--- src/websocket_frame_deframer_macros.svh ---
// Assertion macros for the WebSocket deframer.
// Needs nothing else; included by the top level only.
`ifndef WEBSOCKET_FRAME_DEFRAMER_MACROS_SVH
`define WEBSOCKET_FRAME_DEFRAMER_MACROS_SVH

// Implication checked in the same cycle, masked while reset is applied.
`define WFD_ASSERT_SAME(label, clk, rstn, ante, cons, msg) \
    label: assert property (@(posedge clk) disable iff (!(rstn)) (ante) |-> (cons)) \
        else $error(msg);

// Implication checked in the cycle after the antecedent.
`define WFD_ASSERT_NEXT(label, clk, rstn, ante, cons, msg) \
    label: assert property (@(posedge clk) disable iff (!(rstn)) (ante) |=> (cons)) \
        else $error(msg);

`endif

--- src/wfd_pkg.sv ---
// Shared types and constants for the WebSocket frame deframer.
// No dependencies; used by wfd_step and websocket_frame_deframer.
`default_nettype none

package wfd_pkg;

    // Parser phase, one-hot.
    typedef enum logic [6:0] {
        PH_IDLE    = 7'b0000001,
        PH_HDR1    = 7'b0000010,
        PH_EXT_HI  = 7'b0000100,
        PH_EXT_LO  = 7'b0001000,
        PH_KEY     = 7'b0010000,
        PH_PAYLOAD = 7'b0100000,
        PH_DONE    = 7'b1000000
    } phase_t;

    // Result kinds carried on m_tuser.
    localparam logic [1:0] KIND_PAYLOAD = 2'd0;
    localparam logic [1:0] KIND_EMPTY   = 2'd1;
    localparam logic [1:0] KIND_BAD_OP  = 2'd2;
    localparam logic [1:0] KIND_LEN64   = 2'd3;

    localparam logic [6:0] LEN7_EXT16 = 7'd126;
    localparam logic [6:0] LEN7_EXT64 = 7'd127;
    localparam logic [3:0] OPCODE_RESET = 4'd1;

    // Register index of the opcode register on the APB port.
    localparam logic REG_ACCEPTED_OPCODE = 1'b0;

    typedef struct packed {
        phase_t      phase;
        logic [15:0] frame_length;
        logic [15:0] payload_index;
        logic [31:0] mask_key;      // first key byte in [31:24]
        logic        mask_present;
        logic [1:0]  key_count;
    } parse_state_t;

    typedef struct packed {
        logic       valid;
        logic [7:0] payload_byte;
        logic       last_byte;
        logic [1:0] result_kind;
    } result_t;

endpackage

`default_nettype wire

--- src/websocket_frame_deframer.sv ---
// Top level of the WebSocket frame deframer: APB opcode register,
// parser state, output register. Uses wfd_pkg, wfd_step and the macro header.
//
//   channel   dir  handshake          payload
//   s_        in   s_tvalid/s_tready  s_tdata = stream_byte, s_tuser = restart
//   m_        out  m_tvalid/m_tready  m_tdata = payload_byte, m_tlast = last_byte,
//                                     m_tuser = result_kind
//   APB       in   psel/penable       accepted_opcode at byte address 0
//
// One word per cycle while s_tready is high. A word's state update and its result
// are formed in the cycle it is accepted and land in the output register in the next cycle.
// s_tready is high whenever the output register is empty or being drained,
// so a stalled m_ side holds back at most one finished result.
// Reset (aresetn low, synchronous) sets the parser idle and the opcode to 1.
`default_nettype none
`include "websocket_frame_deframer_macros.svh"

module websocket_frame_deframer (
    input  wire logic        aclk,
    input  wire logic        aresetn,
    // received byte stream
    input  wire logic        s_tvalid,
    output logic             s_tready,
    input  wire logic [7:0]  s_tdata,   // [7:0] stream_byte
    input  wire logic [0:0]  s_tuser,   // [0] restart
    // decoded payload / status
    output logic             m_tvalid,
    input  wire logic        m_tready,
    output logic [7:0]       m_tdata,   // [7:0] payload_byte
    output logic             m_tlast,   // last_byte
    output logic [1:0]       m_tuser,   // [1:0] result_kind
    // configuration
    input  wire logic        psel,
    input  wire logic        penable,
    input  wire logic        pwrite,
    input  wire logic [2:0]  paddr,
    input  wire logic [31:0] pwdata,
    output logic [31:0]      prdata,
    output logic             pready
);

    logic [3:0]            opcode_reg;
    logic [3:0]            opcode_next;
    wfd_pkg::parse_state_t state_reg;
    wfd_pkg::parse_state_t state_next;
    wfd_pkg::parse_state_t step_state;
    wfd_pkg::result_t      step_result;
    logic                  out_valid_reg;
    logic                  out_valid_next;
    logic [7:0]            out_byte_reg;
    logic                  out_last_reg;
    logic [1:0]            out_kind_reg;
    logic                  s_fire;
    logic                  out_load;
    logic                  cfg_write;

    // ------------------------------------------------------------------
    // APB register: the user must write it only while the stream is quiet; the block does not enforce this.
    // ------------------------------------------------------------------
    assign pready    = 1'b1;
    assign cfg_write = psel & penable & pwrite & pready
                     & (paddr[2] == wfd_pkg::REG_ACCEPTED_OPCODE);
    assign prdata    = (paddr[2] == wfd_pkg::REG_ACCEPTED_OPCODE) ? {28'd0, opcode_reg} : 32'd0;

    always_comb begin
        opcode_next = opcode_reg;
        if (cfg_write) begin
            opcode_next = pwdata[3:0];
        end
    end

    // ------------------------------------------------------------------
    // Handshake: the output register decouples the two sides.
    // ------------------------------------------------------------------
    assign s_tready = !out_valid_reg || m_tready;
    assign s_fire   = s_tvalid && s_tready;
    assign out_load = s_fire && step_result.valid;

    wfd_step u_step (
        .cur_state       (state_reg),
        .stream_byte     (s_tdata),
        .restart         (s_tuser[0]),
        .accepted_opcode (opcode_reg),
        .nxt_state       (step_state),
        .result          (step_result)
    );

    assign state_next = s_fire ? step_state : state_reg;

    always_comb begin
        out_valid_next = out_valid_reg;
        if (m_tready) begin
            out_valid_next = 1'b0;
        end
        if (out_load) begin
            out_valid_next = 1'b1;
        end
    end

    always_ff @(posedge aclk) begin
        if (!aresetn) begin
            opcode_reg              <= wfd_pkg::OPCODE_RESET;
            state_reg.phase         <= wfd_pkg::PH_IDLE;
            state_reg.frame_length  <= '0;
            state_reg.payload_index <= '0;
            state_reg.mask_key      <= '0;
            state_reg.mask_present  <= 1'b0;
            state_reg.key_count     <= '0;
            out_valid_reg           <= 1'b0;
        end else begin
            opcode_reg    <= opcode_next;
            state_reg     <= state_next;
            out_valid_reg <= out_valid_next;
        end
    end

    // result payload, no reset needed
    always_ff @(posedge aclk) begin
        if (out_load) begin
            out_byte_reg <= step_result.payload_byte;
            out_last_reg <= step_result.last_byte;
            out_kind_reg <= step_result.result_kind;
        end
    end

    assign m_tvalid = out_valid_reg;
    assign m_tdata  = out_byte_reg;
    assign m_tlast  = out_last_reg;
    assign m_tuser  = out_kind_reg;

    // ------------------------------------------------------------------
    // Assertions
    // ------------------------------------------------------------------
    `WFD_ASSERT_SAME(a_reject_clean, aclk, aresetn,
        m_tvalid && (m_tuser == wfd_pkg::KIND_BAD_OP || m_tuser == wfd_pkg::KIND_LEN64),
        !m_tlast && m_tdata == 8'd0, "rejection result carries data or last")
    `WFD_ASSERT_NEXT(a_done_after_last, aclk, aresetn,
        out_load && step_result.last_byte,
        state_reg.phase == wfd_pkg::PH_DONE, "parser not finished after last result")
    `WFD_ASSERT_SAME(a_key_needs_mask, aclk, aresetn,
        state_reg.phase == wfd_pkg::PH_KEY,
        state_reg.mask_present, "collecting key for unmasked frame")
    `WFD_ASSERT_SAME(a_ready_when_empty, aclk, aresetn,
        !out_valid_reg, s_tready, "input stalled with empty output register")

endmodule

`default_nettype wire

--- src/wfd_step.sv ---
// Next-state and result logic of the deframer for one received word.
// Uses wfd_pkg; instantiated by websocket_frame_deframer.
`default_nettype none

module wfd_step (
    input  wire wfd_pkg::parse_state_t cur_state,
    input  wire logic [7:0]            stream_byte,
    input  wire logic                  restart,
    input  wire logic [3:0]            accepted_opcode,
    output wfd_pkg::parse_state_t      nxt_state,
    output wfd_pkg::result_t           result
);

    logic        len_done;
    logic        hdr_done;
    logic [6:0]  len7;
    logic [7:0]  key_byte;
    logic [15:0] index_inc;

    always_comb begin
        nxt_state = cur_state;
        result    = '0;
        len_done  = 1'b0;
        hdr_done  = 1'b0;
        len7      = stream_byte[6:0];
        index_inc = cur_state.payload_index + 16'd1;
        key_byte  = 8'd0;

        if (restart) begin
            nxt_state.frame_length  = '0;
            nxt_state.payload_index = '0;
            nxt_state.mask_key      = '0;
            nxt_state.mask_present  = 1'b0;
            nxt_state.key_count     = '0;
            if (stream_byte[3:0] != accepted_opcode) begin
                nxt_state.phase    = wfd_pkg::PH_DONE;
                result.valid       = 1'b1;
                result.result_kind = wfd_pkg::KIND_BAD_OP;
            end else begin
                nxt_state.phase = wfd_pkg::PH_HDR1;
            end
        end else begin
            case (cur_state.phase)
                wfd_pkg::PH_HDR1: begin
                    nxt_state.mask_present = stream_byte[7];
                    if (len7 == wfd_pkg::LEN7_EXT64) begin
                        nxt_state.phase    = wfd_pkg::PH_DONE;
                        result.valid       = 1'b1;
                        result.result_kind = wfd_pkg::KIND_LEN64;
                    end else if (len7 == wfd_pkg::LEN7_EXT16) begin
                        nxt_state.phase = wfd_pkg::PH_EXT_HI;
                    end else begin
                        nxt_state.frame_length = {9'd0, len7};
                        len_done               = 1'b1;
                    end
                end
                wfd_pkg::PH_EXT_HI: begin
                    nxt_state.frame_length = {stream_byte, 8'd0};
                    nxt_state.phase        = wfd_pkg::PH_EXT_LO;
                end
                wfd_pkg::PH_EXT_LO: begin
                    nxt_state.frame_length = {cur_state.frame_length[15:8], stream_byte};
                    len_done               = 1'b1;
                end
                wfd_pkg::PH_KEY: begin
                    case (cur_state.key_count)
                        2'd0:    nxt_state.mask_key[31:24] = stream_byte;
                        2'd1:    nxt_state.mask_key[23:16] = stream_byte;
                        2'd2:    nxt_state.mask_key[15:8]  = stream_byte;
                        default: nxt_state.mask_key[7:0]   = stream_byte;
                    endcase
                    nxt_state.key_count = cur_state.key_count + 2'd1;
                    hdr_done            = (cur_state.key_count == 2'd3);
                end
                wfd_pkg::PH_PAYLOAD: begin
                    if (cur_state.mask_present) begin
                        case (cur_state.payload_index[1:0])
                            2'd0:    key_byte = cur_state.mask_key[31:24];
                            2'd1:    key_byte = cur_state.mask_key[23:16];
                            2'd2:    key_byte = cur_state.mask_key[15:8];
                            default: key_byte = cur_state.mask_key[7:0];
                        endcase
                    end
                    nxt_state.payload_index = index_inc;
                    result.valid            = 1'b1;
                    result.payload_byte     = stream_byte ^ key_byte;
                    result.result_kind      = wfd_pkg::KIND_PAYLOAD;
                    if (index_inc >= cur_state.frame_length) begin
                        result.last_byte = 1'b1;
                        nxt_state.phase  = wfd_pkg::PH_DONE;
                    end
                end
                default: begin
                    // idle or finished: word dropped
                end
            endcase

            // Length complete: collect the key first when the frame is masked.
            if (len_done) begin
                if (nxt_state.mask_present) begin
                    nxt_state.key_count = '0;
                    nxt_state.mask_key  = '0;
                    nxt_state.phase     = wfd_pkg::PH_KEY;
                end else begin
                    hdr_done = 1'b1;
                end
            end

            if (hdr_done) begin
                if (nxt_state.frame_length == 16'd0) begin
                    nxt_state.phase    = wfd_pkg::PH_DONE;
                    result.valid       = 1'b1;
                    result.last_byte   = 1'b1;
                    result.result_kind = wfd_pkg::KIND_EMPTY;
                end else begin
                    nxt_state.payload_index = '0;
                    nxt_state.phase         = wfd_pkg::PH_PAYLOAD;
                end
            end
        end
    end

endmodule

`default_nettype wire

--- config.mk ---
export PLATFORM = sky130hd
export DESIGN_NAME = websocket_frame_deframer
export DESIGN_NICKNAME = d
export VERILOG_FILES = /design/src/wfd_pkg.sv /design/src/websocket_frame_deframer.sv /design/src/wfd_step.sv
export VERILOG_INCLUDE_DIRS = /design/src /design/src/src
export SDC_FILE = /design/constraint.sdc
export NUM_CORES = 1
export LEC_CHECK = 0
export ABC_CLOCK_PERIOD_IN_PS = 3700
export BUFFER_PORTS_ARGS = -buffer_cell sky130_fd_sc_hd__buf_2
export CORE_UTILIZATION = 55
export CTS_BUF_LIST = sky130_fd_sc_hd__clkbuf_8
export CTS_CLUSTER_SIZE = 16
export DETAILED_ROUTE_END_ITERATION = 6
export PLACE_DENSITY = 0.79
export SYNTH_ARGS = -nofsm -noshare
export SYNTH_HDL_FRONTEND = slang
export SYNTH_SLANG_ARGS = --single-unit
--- constraint.sdc ---
create_clock -name aclk -period 3.7 [get_ports aclk]
set_input_delay 0.185 -clock aclk [delete_from_list [all_inputs] [get_ports aclk]]
set_output_delay 0.185 -clock aclk [all_outputs]
set_load 0.01 [all_outputs]
==> impl_metrics.json <==
{
  "grt_pass1_wl_mm": 21.7,
  "worstSetupPathType": "flop to flop",
  "largest_reg_flops": 74,
  "antenna_left": 0,
  "drv_cap": 0,
  "grt_pass1_vias": 4513,
  "timing.hold.ws_ns": 0.0246,
  "syn_to_final_growth_pct": 5.57,
  "wirelength_mm": 13.2,
  "worstReg2RegStart": "state_reg[36]",
  "place_area_um2": 5420,
  "finalCriticalPeriod_ns": 3.37,
  "hold_path_class": "input port to flop",
  "synthMuxAreaShare_pct": 1.37,
  "slew_headroom_pct": 24.2,
  "p_seq_share_pct": 56.1,
  "critPathLaunchType": "flop",
  "yosys_warnings": 0,
  "avgRoutedWirePerCell_um": 16.4,
  "synth_top_family_by_area": "simple AND/OR/NAND/NOR gates",
  "via_count": 4750,
  "pwr_density_cell_nw_per_um2": 319,
  "yosysTopAreaCell": "dfxtp_1",
  "design_area_um2": 5600,
  "ff2ff_setup_slack_ns": 0.33,
  "post_route_cells_drive_above_1_share_pct": 11.7,
  "cts_root_buffer": "clkbuf_8",
  "yosysSeqAreaShare_pct": 36.1,
  "clock_power_share_pct": 35.1,
  "die_w_um": 100,
  "grt_max_degree": 35,
  "synth_cell_type_count": 63,
  "synth_top_area_share_pct": 29.8,
  "synth-compound-area-share_pct": 19.7,
  "syn_area_per_cell_um2": 8.04,
  "synth_fa_ha_area_share_pct": 6.14,
  "viasPerCell": 5.89,
  "clock_latency_ns": 0.37,
  "dpl.hpwl_mm": 9.25,
  "slew_violations": 0,
  "async_reset_ff_share_pct": 0,
  "n_fill_cell": 851,
  "p_sw_uw": 500,
  "grtUsageTotal_pct": 27.5,
  "io_pins": 97,
  "globalplace.congestion": 0.952,
  "rows": 35,
  "finalCritPeriodShare_pct": 91.1,
  "worst_pin_slew_ns": 1.12,
  "synth_cells": 659,
  "clkSlewWorstSetupHoldPaths_ns": 0.09,
  "synth_simple_gate_area_share_pct": 22.9,
  "syn_area_um2": 5300,
  "fin_skew_ns": 0.0105,
  "detail_route.iter0.violations": 371,
  "route.detailed.drc": 0,
  "hold_viol": 0,
  "r2r_cells": 15,
  "port_buffers": 37,
  "p_leak_nw": 2.19,
  "antenna_found_initial": 0,
  "firstDrtPassIters": 7,
  "fmax_ghz": 0.297,
  "n_antenna_cell": 0,
  "synth-xor-area-share_pct": 4.63,
  "p_int_mw": 1.29,
  "synth_edf_count": 11,
  "status": "completed",
  "endpoint_kind": "flop",
  "path_max_fanout": 7,
  "hp-start": "pwdata[0]",
  "yosysMostFrequentCell": "nand2_1",
  "cts_tree": "yes",
  "cp_data_required_time_ns": 3.92,
  "critPathArrivalTime_ns": 3.59,
  "cts.sinks": 90,
  "cts_hold_buf": 0,
  "setup_violations": 0,
  "tns_ns": 0,
  "hold_depth": 3,
  "nets": 749,
  "core_area_um2": 9280,
  "rsz0062_at_grt": "no",
  "initial_core_util_pct": 57.1,
  "cts.htree.levels": 3,
  "die_y_um": 100,
  "p_sw_share_pct": 28.0,
  "synth_common_cells": "95 x nand2_1, 79 x dfxtp_1, 63 x a21oi_1",
  "die-area_um2": 10000,
  "gr-total-overflow": 0,
  "ys_ff_latch": 90,
  "power_frac_comb_pct": 8.8,
  "cts_buffers": 9,
  "synth_area_leaders": "dfxtp_1 30%, nand2_1 6.7%, edfxtp_1 6.2%",
  "whs_endpoint": "opcode_reg[0]",
  "reg2reg_to": "state_reg[72]",
  "clockBufferDepth": 2,
  "ir_drop_mv": 0.234,
  "synth_top_flop_cell": "dfxtp_1"
}
==> critical path: stages (launching register included) <==
cell and delay (ns):
dfxtp_1 0.44, ha_2 0.29, nand2_1 0.07, nor3_1 0.25, and3_1 0.27, and3_1 0.26, and3_1 0.19, xor2_1 0.09
ha_1 0.28, nand2_1 0.06, nor2_1 0.12, nand2_1 0.08, o21ai_0 0.31, a21oi_1 0.14, o311ai_1 0.28, a21oi_1 0.10
==> power groups by stage <==
stage | clock (mW) | sequential, mW | combinational (mW)
floorplan | 0 | 1.03 | 0.125
global placement | 0 | 1.03 | 0.149
detailed placement | 0 | 1.03 | 0.153
CTS | 0.640 | 1.00 | 0.153
global route | 0.678 | 1.00 | 0.171
finish | 0.627 | 1.00 | 0.157
==> kinds of logic (layout without fill, tap and decap cells) <==
logic type	after synthesis	in the layout
buffers and inverters	92	83
other	2	29
and+or+nand+nor	248	248
xor gates and xnor gates	28	28
AOI/OAI and AO/OA	166	166
adders and majority gates	26	26
DFF	90	90
muxes	7	7
==> cell type report <==
type	count	area, µm²	area share [%]
multi-input combinational	504	3020	53.9
sequential	90	1910	34.2
timing repair buffer	45	245	4.38
tap	129	161	2.88
clock buffer	9	124	2.21
inverter	22	82.6	1.48
clock inverter	7	51.3	0.917
==> placed cells by master, fill, tap and decap left out, types with 8 or more instances in the layout <==
master / synthesis / layout
a21oi_1: 63 / 63
clkbuf_8: 0 / 9
dfxtp_1: 79 / 78
nand2_1: 95 / 95
edfxtp_1: 11 / 11
a222oi_1: 8 / 8
a22oi_1: 10 / 10
buf_4: 30 / 8
xor2_1: 20 / 20
ha_1: 26 / 25
o21ai_0: 39 / 39
and3_1: 9 / 9
a31oi_1: 9 / 9
a22o_1: 9 / 9
nand3_1: 42 / 42
conb_1: 2 / 29
inv_1: 22 / 22
xnor2_1: 8 / 8
nor2_1: 45 / 45
nor2b_1: 8 / 8
buf_2: 12 / 37
==> worst max-delay path by stage <==
stage,from,endpoint,slack (ns),depth (start not counted)
floorplan,state_reg[67],m_tdata[0],0.49,7
global placement,state_reg[35],state_reg[72],0.39,15
detailed placement,state_reg[35],state_reg[72],0.28,15
CTS,state_reg[35],state_reg[72],0.25,15
global route,state_reg[36],state_reg[72],0.02,15
finish,state_reg[36],state_reg[72],0.33,15
==> per-stage QoR <==
| stage | util (%) | power (mW) | worst slack, ns | instances |
|---|---|---|---|---|
| after floorplan | - | 1.15 | 0.494 | 686 |
| after global placement | 58.4 | 1.17 | 0.390 | 790 |
| after detailed placement | 58.4 | 1.18 | 0.276 | 790 |
| after CTS | 60.2 | 1.80 | 0.253 | 806 |
| after global routing | 60.3 | 1.85 | 0.0210 | 806 |
| final | 60.3 | 1.79 | 0.330 | 806 |
==> repair_timing <==
action / in CTS / in global routing
setup buffers: 0 / 0
gates resized for setup: 0 / 2
setup endpoints to repair: 0 / 3
==> per-layer routing <==
metal | wire (µm) | vias up | GRT usage (%)
li1 | - | 2288 | -
met1 | 5320 | 2215 | 34.6
met2 | 6360 | 209 | 45.0
met3 | 1140 | 38 | 6.96
met4 | 398 | 0 | 11.4
met5 | 0 | - | 0
(Power assumes the default switching activity.)
